$ cat config.mk
export PLATFORM = sky130hd
export DESIGN_NAME = fdc_cordic_cell
export DESIGN_NICKNAME = d
export VERILOG_FILES = /design/src/hw/rtl/fdc_pkg.sv /design/src/hw/rtl/fdc_cordic_cell.sv
export SDC_FILE = /design/constraint.sdc
export NUM_CORES = 1
export LEC_CHECK = 0
export BUFFER_PORTS_ARGS = -buffer_cell sky130_fd_sc_hd__buf_2
export CORE_MARGIN = 3
export CORE_UTILIZATION = 30
export DETAILED_ROUTE_END_ITERATION = 7
export HOLD_SLACK_MARGIN = 0.1
export PLACE_DENSITY = 0.58
export SETUP_SLACK_MARGIN = 0.4
export SLEW_MARGIN = 25
export SYNTH_ARGS = -nofsm -noshare
export SYNTH_HDL_FRONTEND = slang
export SYNTH_SLANG_ARGS = --single-unit
$ cat constraint.sdc
create_clock -name clk_i -period 0.8 [get_ports clk_i]
set_input_delay 0.08 -clock clk_i [delete_from_list [all_inputs] [get_ports clk_i]]
set_output_delay 0.08 -clock clk_i [all_outputs]
set_load 0.05 [all_outputs]
$ cat src/hw/rtl/fdc_pkg.sv
`default_nettype none
// ----------------------------------------------------------------------------
// fdc_pkg
// Shared types, constants and the evaluation program for the frame direction
// cosine core.
// ----------------------------------------------------------------------------
package fdc_pkg;

  localparam int ValW      = 34;
  localparam int TableLen  = 24;
  localparam int NumAngles = 5;
  localparam int NumTrig   = 2 * NumAngles;
  localparam int NumLoads  = NumTrig;
  localparam int RfDepth   = 16;

  typedef logic signed [ValW-1:0] fdc_val_t;

  localparam fdc_val_t HalfPi = 34'sh0_6487_ED51;
  localparam fdc_val_t Pi     = 34'sh0_C90F_DAA2;
  localparam fdc_val_t Gain   = 34'sh0_26DD_3B6A;

  localparam logic [3:0] LastComp = 4'd14;

  // register file slots: sines and cosines first, then scratch
  localparam logic [3:0] R_SB1 = 4'd0;
  localparam logic [3:0] R_CB1 = 4'd1;
  localparam logic [3:0] R_SB2 = 4'd2;
  localparam logic [3:0] R_CB2 = 4'd3;
  localparam logic [3:0] R_SP  = 4'd4;
  localparam logic [3:0] R_CP  = 4'd5;
  localparam logic [3:0] R_SC1 = 4'd6;
  localparam logic [3:0] R_CC1 = 4'd7;
  localparam logic [3:0] R_SC2 = 4'd8;
  localparam logic [3:0] R_CC2 = 4'd9;
  localparam logic [3:0] T0    = 4'd10;
  localparam logic [3:0] T1    = 4'd11;
  localparam logic [3:0] T2    = 4'd12;
  localparam logic [3:0] T3    = 4'd13;

  typedef enum logic [2:0] {
    OP_LOAD = 3'd0,
    OP_MUL  = 3'd1,
    OP_ADD  = 3'd2,
    OP_SUB  = 3'd3,
    OP_NEG  = 3'd4,
    OP_OUT  = 3'd5
  } fdc_op_e;

  typedef struct packed {
    fdc_op_e    op;
    logic [3:0] dst;
    logic [3:0] a;
    logic [3:0] b;
    logic [3:0] comp;
  } fdc_instr_t;

  typedef struct packed {
    logic     valid;
    logic     neg;
    fdc_val_t x;
    fdc_val_t y;
    fdc_val_t z;
  } fdc_cdc_t;

  typedef struct packed {
    logic       release_bank;
    logic [3:0] idx;
  } fdc_bank_req_t;

  function automatic fdc_val_t fdc_atan(input int idx);
    logic [31:0] v;
    unique case (idx)
      0:  v = 32'h3243F6A8;
      1:  v = 32'h1DAC6705;
      2:  v = 32'h0FADBAFC;
      3:  v = 32'h07F56EA6;
      4:  v = 32'h03FEAB76;
      5:  v = 32'h01FFD55B;
      6:  v = 32'h00FFFAAA;
      7:  v = 32'h007FFF55;
      8:  v = 32'h003FFFEA;
      9:  v = 32'h001FFFFD;
      10: v = 32'h000FFFFF;
      11: v = 32'h0007FFFF;
      12: v = 32'h0003FFFF;
      13: v = 32'h0001FFFF;
      14: v = 32'h0000FFFF;
      15: v = 32'h00007FFF;
      16: v = 32'h00003FFF;
      17: v = 32'h00001FFF;
      18: v = 32'h00000FFF;
      19: v = 32'h000007FF;
      20: v = 32'h000003FF;
      21: v = 32'h000001FF;
      22: v = 32'h000000FF;
      23: v = 32'h0000007F;
      default: v = 32'h0;
    endcase
    return fdc_val_t'({2'b00, v});
  endfunction

  function automatic fdc_instr_t mk(input fdc_op_e op, input logic [3:0] d,
                                    input logic [3:0] a, input logic [3:0] b,
                                    input logic [3:0] c);
    fdc_instr_t r;
    r.op = op;
    r.dst = d;
    r.a = a;
    r.b = b;
    r.comp = c;
    return r;
  endfunction

  function automatic fdc_instr_t mul(input logic [3:0] d, input logic [3:0] a,
                                     input logic [3:0] b);
    return mk(OP_MUL, d, a, b, 4'd0);
  endfunction

  function automatic fdc_instr_t add(input logic [3:0] d, input logic [3:0] a,
                                     input logic [3:0] b);
    return mk(OP_ADD, d, a, b, 4'd0);
  endfunction

  function automatic fdc_instr_t sub(input logic [3:0] d, input logic [3:0] a,
                                     input logic [3:0] b);
    return mk(OP_SUB, d, a, b, 4'd0);
  endfunction

  function automatic fdc_instr_t emit(input logic [3:0] a, input logic [3:0] c);
    return mk(OP_OUT, 4'd0, a, a, c);
  endfunction

  // program: copy the ten sines and cosines in, then evaluate the 15 results
  function automatic fdc_instr_t fdc_prog(input logic [7:0] pc);
    fdc_instr_t i;
    case (pc)
      8'd0:   i = mk(OP_LOAD, R_SB1, R_SB1, R_SB1, 4'd0);
      8'd1:   i = mk(OP_LOAD, R_CB1, R_CB1, R_CB1, 4'd0);
      8'd2:   i = mk(OP_LOAD, R_SB2, R_SB2, R_SB2, 4'd0);
      8'd3:   i = mk(OP_LOAD, R_CB2, R_CB2, R_CB2, 4'd0);
      8'd4:   i = mk(OP_LOAD, R_SP, R_SP, R_SP, 4'd0);
      8'd5:   i = mk(OP_LOAD, R_CP, R_CP, R_CP, 4'd0);
      8'd6:   i = mk(OP_LOAD, R_SC1, R_SC1, R_SC1, 4'd0);
      8'd7:   i = mk(OP_LOAD, R_CC1, R_CC1, R_CC1, 4'd0);
      8'd8:   i = mk(OP_LOAD, R_SC2, R_SC2, R_SC2, 4'd0);
      8'd9:   i = mk(OP_LOAD, R_CC2, R_CC2, R_CC2, 4'd0);
      // frame a
      8'd10:  i = emit(R_CB1, 4'd0);
      8'd11:  i = mul(T0, R_SB1, R_SC1);
      8'd12:  i = emit(T0, 4'd1);
      8'd13:  i = mul(T0, R_CC1, R_SB1);
      8'd14:  i = emit(T0, 4'd2);
      // frame b, negated
      8'd15:  i = mk(OP_NEG, T0, R_CB2, R_CB2, 4'd0);
      8'd16:  i = emit(T0, 4'd3);
      8'd17:  i = mul(T0, R_SB2, R_SC2);
      8'd18:  i = mk(OP_NEG, T0, T0, T0, 4'd0);
      8'd19:  i = emit(T0, 4'd4);
      8'd20:  i = mul(T0, R_CC2, R_SB2);
      8'd21:  i = mk(OP_NEG, T0, T0, T0, 4'd0);
      8'd22:  i = emit(T0, 4'd5);
      // zz
      8'd23:  i = mul(T0, R_CB1, R_CB2);
      8'd24:  i = mul(T1, R_CP, R_SB1);
      8'd25:  i = mul(T1, T1, R_SB2);
      8'd26:  i = add(T0, T0, T1);
      8'd27:  i = emit(T0, 4'd6);
      // zx
      8'd28:  i = mul(T0, R_CC2, R_SP);
      8'd29:  i = mul(T0, T0, R_SB1);
      8'd30:  i = mul(T1, R_CP, R_CB2);
      8'd31:  i = mul(T1, T1, R_SB1);
      8'd32:  i = mul(T2, R_CB1, R_SB2);
      8'd33:  i = sub(T2, T2, T1);
      8'd34:  i = mul(T2, T2, R_SC2);
      8'd35:  i = add(T0, T0, T2);
      8'd36:  i = emit(T0, 4'd7);
      // zy
      8'd37:  i = mul(T0, R_CP, R_CB2);
      8'd38:  i = mul(T0, T0, R_CC2);
      8'd39:  i = mul(T0, T0, R_SB1);
      8'd40:  i = mul(T1, R_CB1, R_CC2);
      8'd41:  i = mul(T1, T1, R_SB2);
      8'd42:  i = sub(T1, T1, T0);
      8'd43:  i = mul(T2, R_SP, R_SB1);
      8'd44:  i = mul(T2, T2, R_SC2);
      8'd45:  i = sub(T1, T1, T2);
      8'd46:  i = emit(T1, 4'd8);
      // xz
      8'd47:  i = mul(T0, R_CB2, R_SB1);
      8'd48:  i = mul(T0, T0, R_SC1);
      8'd49:  i = mul(T1, R_CC1, R_SP);
      8'd50:  i = mul(T2, R_CP, R_CB1);
      8'd51:  i = mul(T2, T2, R_SC1);
      8'd52:  i = add(T1, T1, T2);
      8'd53:  i = mul(T1, R_SB2, T1);
      8'd54:  i = sub(T0, T0, T1);
      8'd55:  i = emit(T0, 4'd9);
      // xx
      8'd56:  i = mul(T0, R_CB1, R_CC2);
      8'd57:  i = mul(T0, T0, R_SP);
      8'd58:  i = mul(T0, T0, R_SC1);
      8'd59:  i = mul(T1, R_CB2, R_CC1);
      8'd60:  i = mul(T1, T1, R_SP);
      8'd61:  i = mul(T2, R_SB1, R_SB2);
      8'd62:  i = mul(T2, T2, R_SC1);
      8'd63:  i = add(T1, T1, T2);
      8'd64:  i = mul(T1, T1, R_SC2);
      8'd65:  i = sub(T1, T1, T0);
      8'd66:  i = mul(T2, R_CC1, R_CC2);
      8'd67:  i = mul(T3, R_CB1, R_CB2);
      8'd68:  i = mul(T3, T3, R_SC1);
      8'd69:  i = mul(T3, T3, R_SC2);
      8'd70:  i = add(T2, T2, T3);
      8'd71:  i = mul(T2, R_CP, T2);
      8'd72:  i = add(T1, T1, T2);
      8'd73:  i = emit(T1, 4'd10);
      // xy
      8'd74:  i = mul(T0, R_CC2, R_SB1);
      8'd75:  i = mul(T0, T0, R_SB2);
      8'd76:  i = mul(T0, T0, R_SC1);
      8'd77:  i = mul(T1, R_CC1, R_SP);
      8'd78:  i = mul(T2, R_CP, R_CB1);
      8'd79:  i = mul(T2, T2, R_SC1);
      8'd80:  i = add(T1, T1, T2);
      8'd81:  i = mul(T2, R_CB2, R_CC2);
      8'd82:  i = mul(T2, T2, T1);
      8'd83:  i = add(T0, T0, T2);
      8'd84:  i = mul(T1, R_CP, R_CC1);
      8'd85:  i = mul(T2, R_CB1, R_SP);
      8'd86:  i = mul(T2, T2, R_SC1);
      8'd87:  i = sub(T2, T2, T1);
      8'd88:  i = mul(T2, T2, R_SC2);
      8'd89:  i = add(T0, T0, T2);
      8'd90:  i = emit(T0, 4'd11);
      // yz
      8'd91:  i = mul(T0, R_CB2, R_CC1);
      8'd92:  i = mul(T0, T0, R_SB1);
      8'd93:  i = mul(T1, R_CP, R_CB1);
      8'd94:  i = mul(T1, T1, R_CC1);
      8'd95:  i = mul(T2, R_SP, R_SC1);
      8'd96:  i = sub(T2, T2, T1);
      8'd97:  i = mul(T2, R_SB2, T2);
      8'd98:  i = add(T0, T0, T2);
      8'd99:  i = emit(T0, 4'd12);
      // yx
      8'd100: i = mul(T0, R_CC1, R_SB1);
      8'd101: i = mul(T0, T0, R_SB2);
      8'd102: i = mul(T0, T0, R_SC2);
      8'd103: i = mul(T1, R_CC2, R_SP);
      8'd104: i = mul(T2, R_CP, R_CB2);
      8'd105: i = mul(T2, T2, R_SC2);
      8'd106: i = sub(T2, T2, T1);
      8'd107: i = mul(T3, R_CB1, R_CC1);
      8'd108: i = mul(T3, T3, T2);
      8'd109: i = add(T0, T0, T3);
      8'd110: i = mul(T1, R_CP, R_CC2);
      8'd111: i = mul(T2, R_CB2, R_SP);
      8'd112: i = mul(T2, T2, R_SC2);
      8'd113: i = add(T1, T1, T2);
      8'd114: i = mul(T1, R_SC1, T1);
      8'd115: i = sub(T0, T0, T1);
      8'd116: i = emit(T0, 4'd13);
      // yy
      8'd117: i = mul(T0, R_CB2, R_CC2);
      8'd118: i = mul(T0, T0, R_SP);
      8'd119: i = mul(T0, T0, R_SC1);
      8'd120: i = mul(T1, R_CC2, R_SB1);
      8'd121: i = mul(T1, T1, R_SB2);
      8'd122: i = mul(T2, R_CB1, R_SP);
      8'd123: i = mul(T2, T2, R_SC2);
      8'd124: i = add(T1, T1, T2);
      8'd125: i = mul(T1, R_CC1, T1);
      8'd126: i = sub(T1, T1, T0);
      8'd127: i = mul(T2, R_CB1, R_CB2);
      8'd128: i = mul(T2, T2, R_CC1);
      8'd129: i = mul(T2, T2, R_CC2);
      8'd130: i = mul(T3, R_SC1, R_SC2);
      8'd131: i = add(T2, T2, T3);
      8'd132: i = mul(T2, R_CP, T2);
      8'd133: i = add(T1, T1, T2);
      8'd134: i = emit(T1, LastComp);
      default: i = mk(OP_NEG, T3, T3, T3, 4'd0);
    endcase
    return i;
  endfunction

endpackage
`default_nettype wire

$ cat src/hw/rtl/fdc_cordic_cell.sv
`default_nettype none
// ----------------------------------------------------------------------------
// fdc_cordic_cell
// One CORDIC rotation step; hands its rotated vector to the next cell.
// ----------------------------------------------------------------------------
module fdc_cordic_cell #(
  parameter int IDX = 0
) (
  input  wire logic              clk_i,
  input  wire logic              rst_ni,
  input  wire fdc_pkg::fdc_cdc_t cell_i,
  output fdc_pkg::fdc_cdc_t      cell_o
);
  import fdc_pkg::*;

  localparam fdc_val_t Atan = fdc_atan(IDX);

  fdc_val_t xs, ys;
  fdc_cdc_t cell_d, cell_q;
  logic     valid_q;

  assign xs = cell_i.x >>> IDX;
  assign ys = cell_i.y >>> IDX;

  always_comb begin
    cell_d = cell_i;
    if (!cell_i.z[ValW-1]) begin
      cell_d.x = cell_i.x - ys;
      cell_d.y = cell_i.y + xs;
      cell_d.z = cell_i.z - Atan;
    end else begin
      cell_d.x = cell_i.x + ys;
      cell_d.y = cell_i.y - xs;
      cell_d.z = cell_i.z + Atan;
    end
  end

  always_ff @(posedge clk_i or negedge rst_ni) begin
    if (!rst_ni) begin
      valid_q <= 1'b0;
    end else begin
      valid_q <= cell_i.valid;
    end
  end

  always_ff @(posedge clk_i) begin
    cell_q <= cell_d;
  end

  always_comb begin
    cell_o       = cell_q;
    cell_o.valid = valid_q;
  end

endmodule
`default_nettype wire

After elaboration in Yosys (flattened, before gate mapping). Index checks and enable logic that the tools add are counted.

Register bits after elaboration: 104. Output and inout port bits: 104.

Add/sub/neg operators: 5. Muxes and demuxes: 1.

Operators with widths (count): $mux 102 (1); $sub 34x34->34 (2); $add 34x31->34 const B (1); $add 34x34->34 (1); $sub 34x31->34 const B (1).

Depth between registers and ports, before layout. Gate-level depths: netlist of the first run.

Word-level depth: 2. Gate-level depth with buffers: 12. Mapped depth without buffers: 11.

Worst setup path after synthesis of the first run. Ideal clock, no wire load.

Kind: input-to-reg. From: input port cell_i[33] (netlist bit). To: register cell_q, in the netlist cell_o[29]. Stages: 12. Data required time: 673 ps. Path buffers: 2. Arrival: 3053 ps. Path slack: -2380 ps. Library setup time: 127 ps. Cells stage by stage: clkbuf_1 clkinv_1 buf_2 fa_1 a211oi_2 nor2_1 o31a_1 a211o_1 a311o_1 a21oi_4 nor3_1 or3b_1.

RTL lines: from (decl) (line fdc_cordic_cell.sv:11) `input wire fdc_pkg::fdc_cdc_t cell_i,`; to (signal assigned) (line fdc_cordic_cell.sv:47) `cell_q <= cell_d;`; to (decl) (line fdc_cordic_cell.sv:19) `fdc_cdc_t cell_d, cell_q;`.

==> metrics.md, run 1 <==
| Metric | Value |
|---|---|
| Status | finished, violations left |
| Failing checks | negative hold slack, negative setup slack |
| Crit-path max FO | 4 |
| Total power | 32.3 mW |
| Unique masters post-synth | 78 |
| Final min period | 2.20 ns |
| Delay-heaviest family, CP | compound AO/OA/AOI/OAI gates |
| Count of yosys warnings during synthesis | 0 |
| Area Growth Syn to Fin | 98.6% |
| Simple-gate share of the synthesized area | 0.154 |
| Endpoints failing setup | ~200 |
| Gpl congestion | 0.917 |
| TritonCTS Sinks | between 100 and 150 |
| Max-capacitance violation count | 0 |
| Routing usage on met3 | 0.0355 |
| Static leakage | around 8.6 nW |
| Total wire length | 41500 microns |
| Global route hottest layer | met2 |
| Util after Layout | 0.613 |
| Launch point of the worst path | cell_i[33] |
| Final Max Slew Viols | 0 |
| FP Rows | 64 |
| RSZ-0062 raised after global routing | yes |
| Slowest stage delay, CP | roughly 0.37 ns |
| CP Class | in2reg |
| Xor/xnor share of the synthesized area | 0.0760 |
| Share of post-route cells with drive strength above 1 | 0.591 |
| Die W | between 150 and 200 microns |
| Die area | about 0.034 sq mm |
| Antenna Nets Post-Route | 0 |
| IO Pins | 210 |
| Mapped Cells | 1221 |
| Met1 Use GR | 0.297 |
| Number of nets in the layout | 2122 |
| Setup TNS | -110.38 ns |
| Crit-path cells | buf_12, clkinv_8, fa_2, a211oi_2, nor2_1, o31a_1, a211o_1, a311o_1, a21oi_4, nor3_2, or3b_1 |
| Peak VDD IR | between 1000 and 1500 uV |
| Largest net degree at the start of global routing | 57 |
| Async S/R FF share, synth | 0.00971 |
| Vias in the first global route | between 10000 and 15000 |
| Initial antenna violation count | 2 |
| Via density | around 5.2 |
| Data required, critical path | roughly 1.1 ns |
| Hold wc startpoint | cell_i[1] |
| Max clock buf depth | 2 |
| Crit path max-delay cell type | fa_2 |
| Register bit total from synthesis | between 100 and 150 |
| CP Buf/Inv Count | 2 |
| Area fraction of the dominant cell type after synthesis | 0.214 |
| Hold Fails Final Rpt | 6 |
| CP Launch Type | input pin |
| EDFF count, synth | 0 |
| Multiplexer share of the synthesized area | 0.0188 |
| Wire length per cell | ~18 microns |
| CTS tree | done |
| Pwr per Cell Area | between 1500 and 2000 mW/mm^2 |
| Number of buffers created by CTS | 9 |
| Final WS setup | -1.40 ns |
| Worst Hold Class | in2reg |
| CTS HTree Levels | 3 |
| Fmax achieved | about 450 MHz |
| Tightest Pin Transition | just under 0.9 ns |
| Crit end category | flip-flop |
| Slew margin rel. | 0.420 |
| Area leader, netlist | dfxtp_1 |
| Port Buffers | about 210 |
| First-pass GRT wire length | ~64000 microns |
| Arrival time of the worst setup path | around 2.5 ns |
| Most used DFF post-synth | dfxtp_1 |
| GRT Total Usage | 0.236 |
| Clock transition at the registers of the reported paths | about 0.060 ns |
| Placed wire-length estimate | ~31000 microns |
| Chip height | roughly 180 microns |
| Drt drc | 0 |
| Core area | 0.0310 sq mm |
| Root buf cell | clkbuf_16 |
| Routed via count | 11900 |
| Syn nets | 1459 |
| Sequential element share of the synthesized area | 0.216 |
| Synth Area in Compound Gates | 0.289 |
| ANT cells | 0 |
| Hold_ws | -0.190 ns |
| GR Util met2 | 0.410 |
| Period Utilization, post-route | 2.75 |
| DRT iter0 DRCs | around 790 |
| Adder-cell share of the synthesized area | 0.176 |
| Mapped Avg Cell Area | ~8 sq um |
| 1st-pass router iterations | 7 |
| Initial core utilization | 0.309 |
| Total gr overflow | 0 |
| # hold bufs at CTS | 1 |
| Largest family of logic cells by synthesized area | compound AO/OA/AOI/OAI gates |
| Post-Syn Area | around 0.0096 sq mm |
| Top cells by area, synth | dfxtp_1 21%, ha_1 17%, a21oi_1 6.6% |
## cell families after synthesis
logic type,Yosys count
AO/OA/AOI/OAI,417
AND/OR/NAND/NOR,300
buffers and inverters,168
adder cells (fa/ha/maj),132
flip-flops,103
XOR/XNOR,83
multiplexers,18
## report_power, final
group          total [mW]  switching, mW  leakage [nW]  internal, mW
Clock                4.63           2.22         0.141          2.41
Combinational        20.0           10.6          7.54          9.43
Sequential           7.64          0.840         0.907          6.80
Total                32.3           13.7          8.59          18.6
## routing by layer
| layer | wire (microns) | vias to the layer above |
|---|---|---|
| met2 | 20000 | 453 |
| met4 | 1360 | 4 |
| met3 | 2450 | 93 |
| met5 | 22 | - |
| li1 | - | 5688 |
| met1 | 17600 | 5673 |
## state kept, by name, indices dropped and copies added (netlist names)
register / flops
cell_o: 102
valid_q: 1
## final cells by class
| class | count | area, sq um |
|---|---|---|
| flip-flops and latches | 103 | 2450 |
| well taps | 396 | 495 |
| clock inverters | 5 | 48.8 |
| inverters | 115 | 524 |
| fillers | 2423 | 12000 |
| clock buffers | 11 | 233 |
| repair buffers | 705 | 6420 |
| multi-input cells | 950 | 8830 |
## layout by cell type, fill, tap and decap left out, types with 48 or more instances in the layout
cell type and count:
nand2_1 48, buf_4 422, buf_8 101, ha_1 88
buf_2 88, dfxtp_4 102, xnor2_1 53, a21oi_1 83
nor2_1 80, inv_1 94, buf_6 70
## final timing paths
path                       cells after the start  slack, ns         end
setup / recovery                              11      -1.40  cell_o[29]
hold / removal                                 1      -0.19   cell_o[1]
min in group asynchronous                      2       0.02     valid_q
max in group asynchronous                      2       0.70     valid_q
## repair_timing
item,in CTS,in global routing
endpoints found under the hold margin,10,9
endpoints found under the setup margin,200,200
gates resized for setup,626,96
cloned,3,0
setup buffers,50,22
pin swaps,170,94
## synthesized netlist by cell type, types with 3 or more instances
library cell / instances
a311oi_1: 3
a2111oi_0: 4
o211ai_1: 17
or2_2: 5
nor3_1: 22
nor2_1: 99
o311a_1: 4
o21ai_0: 71
o22ai_1: 3
nor4_1: 9
a31o_2: 4
ha_1: 128
buf_2: 18
xnor2_1: 68
o21bai_1: 19
buf_4: 3
o31ai_1: 17
nand2b_1: 12
clkbuf_1: 22
dfxtp_1: 102
mux2i_1: 18
fa_1: 4
and3_1: 9
a22oi_1: 4
inv_1: 113
nor2b_1: 17
xor2_1: 15
nand3_1: 25
a21boi_0: 6
and2_1: 7
o2111ai_1: 5
buf_1: 9
a221oi_1: 4
or3_1: 9
a211oi_1: 21
nand4_1: 18
o31a_1: 3
a21oi_1: 127
o21a_1: 19
a31oi_1: 9
nand2_1: 56
o221ai_1: 6
a211o_1: 7
a21o_1: 38
## stage by stage
step                      setup slack, ns  instances  instance area, sq um  hold WS (ns)
after floorplan                     -1.97       1221                 10700        -0.216
after global placement              -1.89       2193                 15000        -0.146
after detailed placement            -1.89       2193                 15000        -0.144
after CTS                           -1.33       2263                 18400        -0.208
after global routing                -1.46       2285                 19000        -0.208
final                               -1.40       2285                 19000        -0.190
No activity file was read; power rests on OpenSTA's default activity.
==> inputs of run 2 (changes only) <==
- BUFFER_PORTS_ARGS: -buffer_cell sky130_fd_sc_hd__buf_2 -> -buffer_cell sky130_fd_sc_hd__clkbuf_2
- SKIP_LAST_GASP: unset -> 1
==> run 2 against run 1 <==
The flow still finishes with violations (negative hold slack, negative setup slack); design area up 5.8%; via count rose by 0.67%; sequential cell count is the same; critical endpoint is now cell_o[100].
==> metrics.md, run 2 (synthesis results as in run 1) <==
| Metric | Value |
|---|---|
| RSZ-0062 raised after global routing | yes |
| Total power | 34.0 mW (+5.3%) |
| Max-capacitance violation count | 0 (unchanged) |
| CTS tree | done |
| Core area | 0.0310 sq mm (unchanged) |
| Hold Fails Final Rpt | 6 (unchanged) |
| Most frequent cells in the layout | 415 x buf_4, 103 x clkbuf_16, 102 x dfxtp_4 |
| Root buf cell | clkbuf_16 |
| Period Utilization, post-route | 2.72 (-0.0339) |
| Total gr overflow | 0 (unchanged) |
| Number of buffers created by CTS | 9 (unchanged) |
| CP Class | in2reg |
| Slowest stage delay, CP | 0.55 ns (+0.18 ns) |
| Number of nets in the layout | 2115 (-0.33%) |
| ANT cells | 0 (unchanged) |
| Chip height | 185 microns (unchanged) |
| Total wire length | 43100 microns (+3.8%) |
| Max FFs per register | 102 (unchanged) |
| Final Max Slew Viols | 0 (unchanged) |
| Worst Hold Class | in2reg |
| Multi-input gate area | 0.00904 sq mm (+2.5%) |
| FP Rows | 64 (unchanged) |
| Setup TNS | -110.23 ns (+0.150 ns) |
| Layout fillers | 2295 (-5.3%) |
| Initial antenna violation count | 0 (-2) |
| GRT Total Usage | 0.237 (+0.00153) |
| Register area | 0.00245 sq mm (unchanged) |
| Endpoints failing setup | 198 (+0.51%) |
| Area Growth Syn to Fin | 110% |
| Pwr per Cell Area | 1690 mW/mm^2 (-0.45%) |
| CTS HTree Levels | 3 (unchanged) |
| # hold bufs at CTS | 1 (unchanged) |
| Data required, critical path | 1.10 ns (+0.05 ns) |
| Delay-heaviest family, CP | simple AND/OR/NAND/NOR gates |
| Crit end category | flip-flop |
| Status | finished, violations left |
| Initial core utilization | 0.309 (unchanged) |
| Tightest Pin Transition | 0.919 ns (+0.0492 ns) |
| Die area | 0.0341 sq mm (unchanged) |
| Vias in the first global route | 12200 (+0.54%) |
| Final min period | 2.17 ns (-0.0271 ns) |
| Routed via count | 12000 (+0.67%) |
| Die W | 185 microns (unchanged) |
| Util after Layout | 0.648 (+0.0355) |
| Share of post-route cells with drive strength above 1 | 0.605 (+0.0140) |
| Gpl congestion | 0.931 (+1.5%) |
| Failing checks | negative hold slack, negative setup slack |
| Antenna Nets Post-Route | 0 (unchanged) |
| 1st-pass router iterations | 5 (-2) |
| Commonest non-fill, non-tap cell in the layout | buf_4 |
| Clock transition at the registers of the reported paths | 0.08 ns (+0.02 ns) |
| Hold_ws | -0.179 ns (+0.0107 ns) |
| Worst path depth | 10 (-1) |
| First-pass GRT wire length | 64600 microns (+0.74%) |
| Slew margin rel. | 0.388 (-0.0328) |
| Final WS setup | -1.37 ns (+0.0271 ns) |
| Peak VDD IR | 1050 uV (-24%) |
| Non-filler cells, final | 2276 (-0.39%) |
| Crit-path cells | clkbuf_2, inv_6, ha_4, or3_4, or3_4, or4_4, nor3_2, a211o_1, a32o_2, xnor2_2 |
| Drt drc | 0 (unchanged) |
| Via density | 5.27 (+1.1%) |
| TritonCTS Sinks | 103 (unchanged) |
| DRT iter0 DRCs | 788 (-0.13%) |
| Max clock buf depth | 2 (unchanged) |
| Placed cells | 2192 (-0.046%) |
| DP Worst Slack | -1.91 ns (-0.0211 ns) |
| Fmax achieved | 460 MHz (+1.2%) |
| Wire length per cell | 18.9 microns (+4.2%) |
| IO Pins | 210 (unchanged) |
| CP Buf/Inv Count | 2 (unchanged) |
| Hold depth | 1 (unchanged) |
| Port Buffers | 209 (unchanged) |
| Arrival time of the worst setup path | 2.47 ns (+0.02 ns) |
| Crit-path max FO | 4 (unchanged) |
| Placed wire-length estimate | 30400 microns (-0.68%) |
| CP Launch Type | input pin |
| Crit path max-delay cell type | or4_4 |
| Static leakage | 9.11 nW (+6.1%) |
| Most frequent cell on the critical path | or3_4 |
| Largest net degree at the start of global routing | 57 (unchanged) |
[run 2: path summary, 6_finish.rpt]
kind	startpoint	endpoint	slack (ns)
worst max-delay path	cell_i[57]	cell_o[100]	-1.37
worst min-delay path	cell_i[0]	cell_o[0]	-0.18
max in group asynchronous	rst_ni	valid_q	0.69
min in group asynchronous	rst_ni	valid_q	0.03
[run 2: cell type report]
class	instances	share of cell area
Inverter	115	0.0261
Clock buffer	12	0.0118
Multi-Input combinational cell	950	0.450
Timing Repair Buffer	698	0.364
Tap cell	396	0.0247
Clock inverter	2	0.00168
Sequential cell	103	0.122
[run 2: per-layer routing]
layer,track usage,part of all wire,wire [microns],up-vias
li1,-,-,-,5670
met1,0.297,0.42,18000,5737
met2,0.418,0.49,21200,488
met3,0.0341,0.056,2430,96
met4,0.0771,0.033,1400,0
met5,0,0,0,-
[run 2: repair_timing]
item | in CTS | in global routing
resized for setup | 570 | 171
setup endpoints to repair | 200 | 200
cloned | 3 | 0
pin swaps | 146 | 107
hold endpoints to repair | 9 | 9
setup buffers | 46 | 20
[run 2: stage by stage]
step / hold WS, ns / area (sq um)
floorplan: -0.216 / 10700
global placement: -0.146 / 15000
detailed placement: -0.144 / 15000
CTS: -0.200 / 19100
global route: -0.185 / 20100
finish: -0.179 / 20100
[run 2: power by group]
group	switching [mW]	internal (mW)
combinational	10.8	11.0
sequential	0.886	6.81
clock	2.13	2.40
total	13.8	20.2
==> inputs of run 3 (changes only) <==
- RECOVER_POWER: unset -> 100
==> run 3 against run 2 <==
Critical endpoint unchanged; design area hardly changed; the run still ends with negative hold slack, negative setup slack left; fmax hardly changed; first-iteration DRC count stayed put; routed wire length hardly changed.
==> metrics.md, run 3 (synthesis results as in run 1) <==
| Metric | Value |
|---|---|
| Final Max Slew Viols | 0 (unchanged) |
| Share of post-route cells with drive strength above 1 | 0.605 (about the same) |
| Slew margin rel. | 0.388 (about the same) |
| Worst Hold Class | in2reg |
| Final min period | 2.17 ns (+0.000110 ns) |
| Hold_ws | -0.179 ns (-0.0000480 ns) |
| Largest net degree at the start of global routing | 57 (unchanged) |
| Failing checks | negative hold slack, negative setup slack |
| ANT cells | 0 (unchanged) |
| Switch Pwr | 13.8 mW (about the same) |
| Status | finished, violations left |
| Via density | 5.27 (about the same) |
| Total gr overflow | 0 (unchanged) |
| Area Growth Syn to Fin | 110% (about the same) |
| Logic pwr share | 0.641 (about the same) |
| CP Launch Type | input pin |
| Delay-heaviest family, CP | simple AND/OR/NAND/NOR gates |
| Gpl congestion | 0.931 (unchanged) |
| First-pass GRT wire length | 64600 microns (unchanged) |
| DRT iter0 DRCs | 788 (unchanged) |
| P_int | 20.2 mW (about the same) |
| Core area | 0.0310 sq mm (unchanged) |
| CTS HTree Levels | 3 (unchanged) |
| Slowest stage delay, CP | 0.55 ns (about the same) |
| Seq pwr share | 0.226 (about the same) |
| FP Rows | 64 (unchanged) |
| Initial antenna violation count | 0 (unchanged) |
| Most frequent cell on the critical path | or3_4 |
| Fmax achieved | 460 MHz (about the same) |
| Port Buffers | 209 (unchanged) |
| GRT Total Usage | 0.237 (unchanged) |
| Max-capacitance violation count | 0 (unchanged) |
| CTS tree | done |
| CP Class | in2reg |
| Peak VDD IR | 1050 uV (about the same) |
| Crit-path cells | clkbuf_2, inv_6, ha_4, or3_4, or3_4, or4_4, nor3_2, a211o_1, a32o_2, xnor2_2 |
| Data required, critical path | 1.10 ns (about the same) |
| Total wire length | 43100 microns (about the same) |
| CP Buf/Inv Count | 2 (unchanged) |
| Util after Layout | 0.648 (about the same) |
| Wire length per cell | 18.9 microns (about the same) |
| Max FFs per register | 102 (unchanged) |
| Vias in the first global route | 12200 (unchanged) |
| Pwr per Cell Area | 1690 mW/mm^2 (about the same) |
| Root buf cell | clkbuf_16 |
| Crit end category | flip-flop |
| Placed wire-length estimate | 30400 microns (unchanged) |
| Die area | 0.0341 sq mm (unchanged) |
| Drt drc | 0 (unchanged) |
| Tightest Pin Transition | 0.918 ns (-0.000392 ns) |
| Register area | 0.00245 sq mm (unchanged) |
| IO Pins | 210 (unchanged) |
| TritonCTS Sinks | 103 (unchanged) |
| Antenna Nets Post-Route | 0 (unchanged) |
| Crit-path max FO | 4 (unchanged) |
| Multi-input gate area | 0.00904 sq mm (unchanged) |
| Initial core utilization | 0.309 (unchanged) |
| Routed via count | 12000 (+0.058%) |
| Crit path max-delay cell type | or4_4 |
| Worst path depth | 10 (unchanged) |
| Max clock buf depth | 2 (unchanged) |
| RSZ-0062 raised after global routing | yes |
| Arrival time of the worst setup path | 2.47 ns (about the same) |
| Die W | 185 microns (unchanged) |
| Hold Fails Final Rpt | 5 (-1) |
| Endpoints failing setup | 198 (unchanged) |
| Most frequent cells in the layout | 414 x buf_4, 103 x clkbuf_16, 102 x dfxtp_4 |
| Switching Share | 0.407 (about the same) |
| Clock transition at the registers of the reported paths | 0.08 ns (about the same) |
| Chip height | 185 microns (unchanged) |
| Static leakage | 9.11 nW (about the same) |
| Number of buffers created by CTS | 9 (unchanged) |
| Commonest non-fill, non-tap cell in the layout | buf_4 |
| # hold bufs at CTS | 1 (unchanged) |
| Total power | 34.0 mW (about the same) |
| Final WS setup | -1.37 ns (-0.000110 ns) |
| 1st-pass router iterations | 5 (unchanged) |
| Clock share of power | 0.133 (about the same) |
| Number of nets in the layout | 2115 (unchanged) |
| Period Utilization, post-route | 2.72 (about the same) |
| Hold depth | 1 (unchanged) |
| Layout fillers | 2295 (unchanged) |
-- run 3: stage by stage --
stage	worst slack, ns	instances	TNS (ns)	instance area (sq um)
floorplan	-1.97	1221	-100.06	10700
global placement	-1.89	2192	-138.04	15000
detailed placement	-1.91	2192	-139.62	15000
CTS	-1.33	2256	-107.08	19100
global route	-1.44	2276	-118.37	20100
finish	-1.37	2276	-110.25	20100
-- run 3: layout make-up --
cell class	instances	area share
multi-input combinational	950	0.450
clock buffer	12	0.0118
timing repair buffer	698	0.364
clock inverter	2	0.00168
inverter	115	0.0261
tap	396	0.0247
sequential	103	0.122
-- run 3: what timing repair did --
item	4_1_cts	5_1_grt
pin swaps	146	107
endpoints found under the setup margin	200	200
cloned	3	0
hold endpoints to repair	9	9
gates resized for setup	570	171
setup buffers	46	20
-- run 3: worst paths after layout --
kind                       startpoint     endpoint
max                        cell_i[57]  cell_o[100]
min                         cell_i[0]    cell_o[0]
max in group asynchronous      rst_ni      valid_q
min in group asynchronous      rst_ni      valid_q
-- run 3: metal layers --
layer	part of all wire	vias up	GRT usage
met5	0	-	0
met4	0.033	0	0.0771
met3	0.057	97	0.0341
met2	0.49	496	0.418
met1	0.42	5735	0.297
li1	-	5670	-
-- run 3: power groups by stage --
stage	registers [mW]	clock network, mW	logic [mW]
2_1_floorplan	11.4	0	5.32
3_3_place_gp	7.24	0	14.8
3_5_place_dp	7.27	0	14.9
4_1_cts	7.63	4.65	20.4
5_1_grt	7.83	4.85	22.8
6_report	7.69	4.53	21.8
